`src/rtl/core/bsfs_pkg.sv`:
```
// ----------------------------------------------------------------------------
// bsfs_pkg: shared definitions for the byte stream frame splitter
// Hold store sizing, mark bounds, register indexes, config bundle, FSM states.
// ----------------------------------------------------------------------------
`default_nettype none

package bsfs_pkg;

  // Hold store depth and the widest mark that may be used
  localparam int HOLD_DEPTH = 64;
  localparam int MARK_MAX   = 4;

  // Mark compare is limited by the 4-byte recent window as well
  localparam int MARK_LIM = (MARK_MAX < 4) ? MARK_MAX : 4;

  // Store address and held count widths
  localparam int ADDR_W = $clog2(HOLD_DEPTH);
  localparam int CNT_W  = $clog2(HOLD_DEPTH + 1);

  // Config port widths
  localparam int CFG_IDX_W  = 3;
  localparam int CFG_DATA_W = 32;

  // Register indexes on the config port
  typedef enum logic [CFG_IDX_W-1:0] {
    REG_ENABLE       = 3'd0,
    REG_FIXED_MODE   = 3'd1,
    REG_FRAME_LENGTH = 3'd2,
    REG_MARK_BYTES   = 3'd3,
    REG_MARK_LENGTH  = 3'd4,
    REG_MAX_HOLD     = 3'd5
  } cfg_reg_t;

  // Current configuration as seen by the framing logic
  typedef struct packed {
    logic        enable;
    logic        fixed_mode;
    logic [6:0]  frame_length;
    logic [31:0] mark_bytes;
    logic [2:0]  mark_length;
    logic [6:0]  max_hold;
  } cfg_t;

  // Framing sequencer states
  typedef enum logic [1:0] {
    ST_IDLE,
    ST_PASS,
    ST_EMIT
  } fsm_t;

endpackage

`default_nettype wire

```
`src/rtl/core/bsfs_ram.sv`:
```
// ----------------------------------------------------------------------------
// bsfs_ram: generic single-write, single-read RAM
// One write port and one read port, read data registered.
// ----------------------------------------------------------------------------
`default_nettype none

module bsfs_ram #(
  parameter int WIDTH = 8,
  parameter int DEPTH = 64
) (
  input  wire logic                     clk,
  input  wire logic                     we,
  input  wire logic [$clog2(DEPTH)-1:0] waddr,
  input  wire logic [WIDTH-1:0]         wdata,
  input  wire logic                     re,
  input  wire logic [$clog2(DEPTH)-1:0] raddr,
  output      logic [WIDTH-1:0]         rdata
);

  logic [WIDTH-1:0] mem [DEPTH];

  // Write port
  always_ff @(posedge clk) begin
    if (we) begin
      mem[waddr] <= wdata;
    end
  end

  // Registered read port
  always_ff @(posedge clk) begin
    if (re) begin
      rdata <= mem[raddr];
    end
  end

endmodule

`default_nettype wire

```
`src/rtl/core/bsfs_cfg.sv`:
```
// ----------------------------------------------------------------------------
// bsfs_cfg: configuration register file
// Decodes indexed writes into the framing registers; always ready.
// ----------------------------------------------------------------------------
`default_nettype none

module bsfs_cfg (
  input  wire logic                             clk,
  input  wire logic                             rst,
  input  wire logic                             cfg_valid,
  output      logic                             cfg_ready,
  input  wire logic [bsfs_pkg::CFG_IDX_W-1:0]   cfg_index,
  input  wire logic [bsfs_pkg::CFG_DATA_W-1:0]  cfg_data,
  output      bsfs_pkg::cfg_t                   cfg
);

  assign cfg_ready = 1'b1;

  // Register writes; unknown indexes are ignored
  always_ff @(posedge clk) begin
    if (rst) begin
      cfg.enable       <= 1'b0;
      cfg.fixed_mode   <= 1'b0;
      cfg.frame_length <= 7'd8;
      cfg.mark_bytes   <= 32'd0;
      cfg.mark_length  <= 3'd0;
      cfg.max_hold     <= 7'd64;
    end else if (cfg_valid && cfg_ready) begin
      unique case (cfg_index)
        bsfs_pkg::REG_ENABLE:       cfg.enable       <= cfg_data[0];
        bsfs_pkg::REG_FIXED_MODE:   cfg.fixed_mode   <= cfg_data[0];
        bsfs_pkg::REG_FRAME_LENGTH: cfg.frame_length <= cfg_data[6:0];
        bsfs_pkg::REG_MARK_BYTES:   cfg.mark_bytes   <= cfg_data[31:0];
        bsfs_pkg::REG_MARK_LENGTH:  cfg.mark_length  <= cfg_data[2:0];
        bsfs_pkg::REG_MAX_HOLD:     cfg.max_hold     <= cfg_data[6:0];
        default: ;
      endcase
    end
  end

endmodule

`default_nettype wire

```
`src/rtl/core/byte_stream_frame_splitter.sv`:
```
// ----------------------------------------------------------------------------
// byte_stream_frame_splitter: fixed length / delimiter framer for a byte stream
// Held bytes live in a circular hold RAM; completed frames are read back out.
//
//   channel  | signals                                      | direction
//   ---------+----------------------------------------------+----------
//   bytes    | byte_valid, byte_stall, data_byte            | in
//   frames   | frame_valid, frame_stall, out_byte, frame_end| out
//   config   | cfg_valid, cfg_ready, cfg_index, cfg_data    | in
//
// A byte is taken whenever the sequencer is idle, also while a result waits
// in the output register. A pass-through byte is held and loaded into the
// output register from the PASS state once that register is free; the input
// stalls until then, so the next byte is not taken before it is loaded.
// Frame bytes are read from the RAM with one read in flight, so a read is
// issued only after the last read's byte has gone into the output register.
// Reset clears control state only; the hold RAM has no clearing pass.
// Stall on the frame side freezes the output register and holds back reads.
// ----------------------------------------------------------------------------
`default_nettype none

module byte_stream_frame_splitter (
  input  wire logic                             clk,
  input  wire logic                             rst,
  // Byte requests
  input  wire logic                             byte_valid,
  output      logic                             byte_stall,
  input  wire logic [7:0]                       data_byte,
  // Frame requests
  output      logic                             frame_valid,
  input  wire logic                             frame_stall,
  output      logic [7:0]                       out_byte,
  output      logic                             frame_end,
  // Config writes
  input  wire logic                             cfg_valid,
  output      logic                             cfg_ready,
  input  wire logic [bsfs_pkg::CFG_IDX_W-1:0]   cfg_index,
  input  wire logic [bsfs_pkg::CFG_DATA_W-1:0]  cfg_data
);

  localparam int AW = bsfs_pkg::ADDR_W;
  localparam int CW = bsfs_pkg::CNT_W;

  bsfs_pkg::cfg_t cfg;

  // Sequencer and hold store bookkeeping
  bsfs_pkg::fsm_t state, state_next;
  logic [AW-1:0]  head, head_next;
  logic [CW-1:0]  count, count_next;
  logic [CW-1:0]  fcnt, fcnt_next;
  logic [31:0]    win, win_next;
  logic           pend, pend_next;
  logic           pend_end, pend_end_next;
  logic [7:0]     pass_byte, pass_byte_next;
  logic           load_pass;

  // RAM ports
  logic           ram_we, ram_re;
  logic [AW-1:0]  ram_waddr;
  logic [7:0]     ram_rdata;

  // Derived quantities
  logic [CW:0]    wsum;
  logic [CW-1:0]  n;
  logic [6:0]     n7;
  logic [6:0]     fl;
  logic [6:0]     limit;
  logic [2:0]     mlen;
  logic [31:0]    new_win;
  logic           match;
  logic           full;
  logic           out_free;
  logic [CW-1:0]  count_dec;
  logic [AW-1:0]  head_inc;
  logic           fixed_end;

  bsfs_cfg u_cfg (
    .clk       (clk),
    .rst       (rst),
    .cfg_valid (cfg_valid),
    .cfg_ready (cfg_ready),
    .cfg_index (cfg_index),
    .cfg_data  (cfg_data),
    .cfg       (cfg)
  );

  bsfs_ram #(
    .WIDTH (8),
    .DEPTH (bsfs_pkg::HOLD_DEPTH)
  ) u_hold_ram (
    .clk   (clk),
    .we    (ram_we),
    .waddr (ram_waddr),
    .wdata (data_byte),
    .re    (ram_re),
    .raddr (head),
    .rdata (ram_rdata)
  );

  // Tail address of the circular store
  assign wsum      = (CW+1)'(head) + (CW+1)'(count);
  assign ram_waddr = (wsum >= (CW+1)'(bsfs_pkg::HOLD_DEPTH))
                   ? AW'(wsum - (CW+1)'(bsfs_pkg::HOLD_DEPTH)) : AW'(wsum);
  assign head_inc  = (head == AW'(bsfs_pkg::HOLD_DEPTH - 1)) ? '0 : head + AW'(1);

  assign full      = (count == CW'(bsfs_pkg::HOLD_DEPTH));
  assign n         = count + CW'(1);
  assign n7        = 7'(n);
  assign count_dec = count - CW'(1);

  // Effective frame length, hold limit and mark length
  assign fl    = (cfg.frame_length == 7'd0) ? 7'd1 : cfg.frame_length;
  assign limit = (cfg.max_hold > 7'(bsfs_pkg::HOLD_DEPTH))
               ? 7'(bsfs_pkg::HOLD_DEPTH) : cfg.max_hold;
  assign mlen  = (cfg.mark_length > 3'(bsfs_pkg::MARK_LIM))
               ? 3'(bsfs_pkg::MARK_LIM) : cfg.mark_length;

  // Window with the new byte and the mark compare over the used bytes
  assign new_win = {win[23:0], data_byte};

  always_comb begin
    match = 1'b1;
    for (int k = 0; k < 4; k++) begin
      if ((3'(k) < mlen) && (new_win[8*k +: 8] != cfg.mark_bytes[8*k +: 8])) begin
        match = 1'b0;
      end
    end
  end

  assign out_free   = !frame_valid || !frame_stall;
  assign fixed_end  = ((7'(fcnt) + 7'd1) == fl);
  assign byte_stall = (state != bsfs_pkg::ST_IDLE);

  // Sequencer state register
  always_ff @(posedge clk) begin
    if (rst) begin
      state <= bsfs_pkg::ST_IDLE;
      count <= '0;
      head  <= '0;
      win   <= '0;
      pend  <= 1'b0;
    end else begin
      state <= state_next;
      count <= count_next;
      head  <= head_next;
      win   <= win_next;
      pend  <= pend_next;
    end
  end

  always_ff @(posedge clk) begin
    fcnt      <= fcnt_next;
    pend_end  <= pend_end_next;
    pass_byte <= pass_byte_next;
  end

  // Next state: accept, append or pass through, and decide; then stream frames out of the RAM
  always_comb begin
    state_next     = state;
    head_next      = head;
    count_next     = count;
    fcnt_next      = fcnt;
    win_next       = win;
    pend_next      = 1'b0;
    pend_end_next  = pend_end;
    pass_byte_next = pass_byte;
    load_pass      = 1'b0;
    ram_we         = 1'b0;
    ram_re         = 1'b0;

    unique case (state)
      bsfs_pkg::ST_IDLE: begin
        if (byte_valid) begin
          if (!cfg.enable) begin
            pass_byte_next = data_byte;
            state_next     = bsfs_pkg::ST_PASS;
          end else if (full) begin
            // store full: drop buffer and byte
            count_next = '0;
            win_next   = '0;
          end else begin
            ram_we     = 1'b1;
            count_next = n;
            win_next   = new_win;
            if (cfg.fixed_mode) begin
              if (n7 >= fl) begin
                fcnt_next  = '0;
                state_next = bsfs_pkg::ST_EMIT;
              end else if (n7 > limit) begin
                count_next = '0;
                win_next   = '0;
              end
            end else begin
              if ((mlen == 3'd0) || ((n7 >= 7'(mlen)) && match)) begin
                fcnt_next  = '0;
                state_next = bsfs_pkg::ST_EMIT;
              end else if (n7 > limit) begin
                count_next = '0;
                win_next   = '0;
              end
            end
          end
        end
      end

      bsfs_pkg::ST_PASS: begin
        if (out_free && !pend) begin
          load_pass  = 1'b1;
          state_next = bsfs_pkg::ST_IDLE;
        end
      end

      bsfs_pkg::ST_EMIT: begin
        // one read in flight; issue when the output register will be free
        if (out_free && !pend) begin
          ram_re     = 1'b1;
          pend_next  = 1'b1;
          head_next  = head_inc;
          count_next = count_dec;
          if (cfg.fixed_mode) begin
            pend_end_next = fixed_end;
            fcnt_next     = fixed_end ? '0 : fcnt + CW'(1);
            if (fixed_end && (7'(count_dec) < fl)) begin
              state_next = bsfs_pkg::ST_IDLE;
              if (count_dec == '0) begin
                win_next = '0;
              end
            end
          end else begin
            pend_end_next = (count == CW'(1));
            if (count == CW'(1)) begin
              state_next = bsfs_pkg::ST_IDLE;
              win_next   = '0;
            end
          end
        end
      end

      default: state_next = bsfs_pkg::ST_IDLE;
    endcase
  end

  // Output register: RAM data or pass-through byte
  always_ff @(posedge clk) begin
    if (rst) begin
      frame_valid <= 1'b0;
    end else if (pend || load_pass) begin
      frame_valid <= 1'b1;
    end else if (!frame_stall) begin
      frame_valid <= 1'b0;
    end
  end

  always_ff @(posedge clk) begin
    if (pend) begin
      out_byte  <= ram_rdata;
      frame_end <= pend_end;
    end else if (load_pass) begin
      out_byte  <= pass_byte;
      frame_end <= 1'b1;
    end
  end

endmodule

`default_nettype wire

```
`config.mk`:
```
export PLATFORM = sky130hd
export DESIGN_NAME = byte_stream_frame_splitter
export DESIGN_NICKNAME = d
export VERILOG_FILES = /design/src/rtl/core/bsfs_pkg.sv /design/src/rtl/core/bsfs_ram.sv /design/src/rtl/core/bsfs_cfg.sv /design/src/rtl/core/byte_stream_frame_splitter.sv
export SDC_FILE = /design/constraint.sdc
export NUM_CORES = 1
export LEC_CHECK = 0
export BUFFER_PORTS_ARGS = -buffer_cell sky130_fd_sc_hd__buf_4
export CAP_MARGIN = 20
export CORE_MARGIN = 2
export CORE_UTILIZATION = 55
export CTS_BUF_LIST = sky130_fd_sc_hd__clkbuf_8
export CTS_CLUSTER_DIAMETER = 80
export CTS_CLUSTER_SIZE = 28
export DETAILED_ROUTE_END_ITERATION = 6
export PLACE_DENSITY_LB_ADDON = 0.2
export SETUP_SLACK_MARGIN = 0.3
export SYNTH_ARGS = -nofsm -noshare
export SYNTH_HDL_FRONTEND = slang
export SYNTH_SLANG_ARGS = --single-unit
```
`constraint.sdc`:
```
create_clock -name clk -period 8.15 [get_ports clk]
set_input_delay 0.815 -clock clk [delete_from_list [all_inputs] [get_ports clk]]
set_output_delay 0.815 -clock clk [all_outputs]
set_load 0.03 [all_outputs]
```
# [After elaboration in Yosys (flattened, before gate mapping)]
# Memory sizes are Yosys's and may differ from the RTL's. A register that Yosys moved wholly into a read port is not among the register bits.
# Index checks and enable logic that the tools add are counted.
[totals] reg_bits=117 mem_bits_rw=512 inputBits=48 word_cells=168 memories=1
[classes] addsub=6 order_cmp=11 eq_ne=30 n_mux=69 n_bitwise=1 reduce_logical=33
[memory_table] name="u_hold_ram.mem" words=64 width=8 rd=1 rd_clocked_by_memory_dff=1 write_ports=1 line="bsfs_ram.sv:20" text="logic [WIDTH-1:0] mem [DEPTH];"
[op_table] cell="$mux 24" count=12
[op_table] cell="$mux 7" count=19
[op_table] cell="$pmux 24 s2" count=1
[op_table] cell="$ne 8x8->1" count=4
[op_table] cell="$pmux 7 s2" count=2
[op_table] cell="$mux 2" count=11
[op_table] cell="$mux 1" count=18
[op_table] cell="$mux 8" count=2
[op_table] cell="$reduce_and 8->1" count=2
[op_table] cell="$add 7x1->7 const B" count=2
[op_table] cell="$logic_not 7->1" count=2
[op_table] cell="$reduce_and 2->1" count=7
[op_table] cell="$mux 6" count=2
[op_table] cell="$ne 3x3->1 const B" count=4
[op_table] cell="$add 6x7->8" count=1
[op_table] cell="$ge 8x7->1 const B" count=1
[op_table] cell="$ne 2x2->1 const B" count=4
[op_table] cell="$ne 4x4->1 const B" count=2
[op_table] cell="$eq 7x1->1 const B" count=1
[op_table] cell="$eq 7x7->1" count=1
[op_table] cell="$eq 7x7->1 const B" count=1
[op_table] cell="$ge 7x3->1" count=1
[op_table] cell="$ge 7x7->1" count=1
[op_table] cell="$gt 7x7->1" count=1
[op_table] cell="other kinds (28)" count=48

# [Depth between registers and ports, before layout]
[depth] depth_word=16 depth_mapped=12 ltp_nobuf=11

# [Modules after synthesis]
# Synthesis repeated with hierarchy kept, for this count alone.
[unflattened] hier_cells=1608 area_unflattened_um2=26665.6
[modules_own_cells] module="bsfs_ram" instances=1 cells_per_inst=972 area_per_inst_um2=20270.7 seq_area_each_um2=15615.0
[modules_own_cells] module="byte_stream_frame_splitter" instances=1 cells_per_inst=426 area_per_inst_um2=4151.5 seq_area_each_um2=1571.5
[modules_own_cells] module="bsfs_cfg" instances=1 cells_per_inst=210 area_per_inst_um2=2243.4 seq_area_each_um2=1021.0

# [Least setup slack after synthesis]
# Ideal clock, no wire load.
[synth_timing] kind="register to register" startpoint="reg head[0]" endpoint="reg u_hold_ram.rdata[0] (read register of u_hold_ram.mem), data pin" setup_time_ns=0.272 t_arrival_ns=2.710 t_required_ns=7.878 setup_slack_ns=5.168 stages_incl_launch_ff=7 n_path_buf=3 period_less_slack_ns=2.982 cell_sequence="dfxtp_1 clkbuf_1 clkbuf_1 buf_1 mux4_2 mux4_2 mux4_2"
[synth_rtl] element="from (decl)" line="byte_stream_frame_splitter.sv:48" text="logic [AW-1:0] head, head_next;"
[synth_rtl] element="from (signal assigned)" line="byte_stream_frame_splitter.sv:145" text="head <= head_next;"
[synth_rtl] element="to (decl)" line="bsfs_ram.sv:17" text="output logic [WIDTH-1:0] rdata"

==> flow_summary_export.csv <==
group,metric,value,unit
synth,synth_edf_count,545,
grt,grt_usage,0.235,
floorplan,io-pin-count,60,
synth,syn_nets,1571,
floorplan,initial_core_util,0.559,
clock_tree,cts_made_buffers,30,
finish,nets,1602,
clock_tree,hold_buffers,0,
place,place.gp.congestion,0.829,
timing,setup_viol,0,
finish,final_common_cell,"edfxtp_1",
floorplan,fp.dieW,222,microns
grt,antenna_found_initial,1,
floorplan,die-area,49200,sq um
critical_path,path_buf_inv,2,
detailed_routing,ant_nets,0,
clock_tree,cts_buffer_depth,3,
critical_path,worstPathMaxFanout,54,
critical_path,crit_required,8.59,ns
detailed_routing,routedWlPerCell,26.7,microns
detailed_routing,dr.pass1.iters,7,
clock_tree,post_cts_buffers,0,
timing,rsz0062_at_grt,"no",
finish,fillCellCount,3426,
finish,layout.cells.most_common_list,"edfxtp_1 (545), mux4_2 (168), nor2_1 (125)",
timing,slew_violations,0,
synth,syn_inst,1488,
min_path,worstHoldPathType,"primary input to flip-flop",
floorplan,rows,79,
detailed_routing,vias,13400,
detailed_routing,routed_wirelength,57.3,mm
synth,ys_types,65,
floorplan,die_y,222,microns
pwr,power_leakage,8.79,nW
flow_run,cap_violations,0,
pwr,power_density,191,nW/um^2
synth,synth-seq-cells,637,
grt,grt_max_degree,93,
critical_path,critical-path-top-delay-family,"buffers and inverters",
grt,grt_pass1_wl,85.6,mm
clock_tree,cts.sinks,637,
timing,clock.fmax,0.258,GHz
timing,period_share,0.475,
synth,async_reset_ff_frac,0,
outcome,violations,"DRC",
critical_path,cpMostUsedCell,"mux4_2",
clock_tree,cts_tree,"yes",
detailed_routing,drtIter0Drc,1655,
timing,tightest_slew,1.12,ns
grt,grt_pass1_vias,13200,
timing,hold_viol_final,0,
clock_tree,cts_root_buffer,"clkbuf_8",
place,port_buffers,58,
critical_path,critPathKind,"flip-flop to flip-flop",
critical_path,slowest_delay,0.73,ns
timing,tns,0,ns
synth,yosysWarnings,0,
timing,fin_crit,3.87,ns
critical_path,cpMaxStageDelayCell,"buf_4",
finish,area_growth,6.59,%
place,place_hpwl,35.3,mm
timing,finClkSkew,0.0329,ns
place,pre_cts_slack,4.26,ns
detailed_routing,post-route-drc-count,8,
timing,fin_ws,4.28,ns
synth,ys.flop_type,"edfxtp_1",
pwr,power.total,0.00531,W
synth,syn_avg_cell_area,17.5,sq um
pwr,ir_drop,0.161,mV
grt,grt_overflow,0,
critical_path,crit_chain,"buf_4 > buf_4 > mux4_2 > mux4_2 > mux4_2",
detailed_routing,vias_per_cell,6.24,
timing,slew_headroom,0.248,
critical_path,crit_arrival,4.31,ns
critical_path,end_kind,"flip-flop",
finish,antenna_cells,0,
synth,syn-cell-area,26100,sq um
clock_tree,cts_max_level,1,
clock_tree,worstSkewPairLatency,0.69,ns
synth,ys_seq_area_frac,0.698,
finish,fin_util,0.596,
floorplan,core,46700,sq um
critical_path,startpoint_type,"flip-flop",
clock_tree,cts_resized,0,
finish,drive_gt1_frac,0.207,
clock_tree,clk_transition_reported_paths,0.15,ns
outcome,status,"finished with violations",
## per-layer routing
metal	up-vias	track usage	share of wire
met3	64	0.0383	0.072
met2	520	0.363	0.47
met1	6915	0.358	0.44
met4	2	0.0475	0.020
met5	-	0	0.00024
li1	5886	-	-
## through the flow
step,instance area (sq um),std cells,hold WS [ns]
3_3_place_gp,27100,2089,0.445
3_5_place_dp,27100,2090,0.447
4_1_cts,27700,2142,0.305
6_report,27800,2146,0.351
5_1_grt,27800,2146,0.320
2_1_floorplan,26100,1488,0.432
## cell usage after synthesis (10+ instances only)
master / instances / area (sq um)
a21oi_1: 62 / 310
a32o_1: 16 / 160
and3_1: 17 / 106
buf_1: 11 / 41.3
buf_2: 10 / 50.1
clkbuf_1: 52 / 195
dfxtp_1: 92 / 1840
edfxtp_1: 545 / 16400
ha_1: 34 / 425
inv_1: 22 / 82.6
mux4_2: 168 / 3780
nand2_1: 114 / 428
nand3_1: 16 / 80.1
nor2_1: 125 / 469
nor2b_1: 10 / 62.6
o21ai_0: 12 / 60.1
xnor2_1: 18 / 158
xor2_1: 48 / 420
## state kept, by name, summed over array words and instances (netlist names), 7 cells and up
register          flops
u_cfg.cfg            51
win                  24
u_hold_ram.rdata      8
count                 7
out_byte              8
u_hold_ram.mem      512
fcnt                  7
pass_byte             8
## worst paths after layout
check	start	endpoint	slack, ns	cells after the start
hold / removal	cfg_data[19]	u_cfg.cfg[29]	0.35	3
setup reg to reg	head[1]	u_hold_ram.rdata[7]	4.28	5
hold reg to reg	u_cfg.cfg[0]	u_cfg.cfg[0]	0.47	2
setup / recovery	head[1]	u_hold_ram.rdata[7]	4.28	5
## worst min-delay path: cells and delay by family
family | cells | cell delay, ns
AO/OA/AOI/OAI | 1 | 0.05
buffers and inverters | 1 | 0.11
AND/OR/NAND/NOR | 1 | 0.05
## report_power, final
part / internal, W / switching [W]
sequential: 0.00355 / 0.0000228
combinational: 0.000106 / 0.000172
clock: 0.000483 / 0.000983
total: 0.00414 / 0.00118
## logic make-up after synthesis
logic type | Yosys count | synth area share
and+or+nand+nor | 328 | 0.0576
xor gates and xnor gates | 68 | 0.0239
other | 1 | 0.000144
adders and majority gates | 35 | 0.0171
AOI/OAI and AO/OA | 138 | 0.0358
muxes | 183 | 0.151
DFF | 637 | 0.698
buffers and inverters | 98 | 0.0156
## area by class of cell
cell class | count | area (sq um) | area share
clock inverter | 21 | 249 | 0.00896
inverter | 22 | 82.6 | 0.00297
multi-input combinational | 753 | 7460 | 0.269
clock buffer | 31 | 427 | 0.0154
timing repair buffer | 75 | 587 | 0.0211
sequential | 637 | 18200 | 0.656
tap | 607 | 759 | 0.0273
Note: power is estimated with default switching activity, not from simulation.
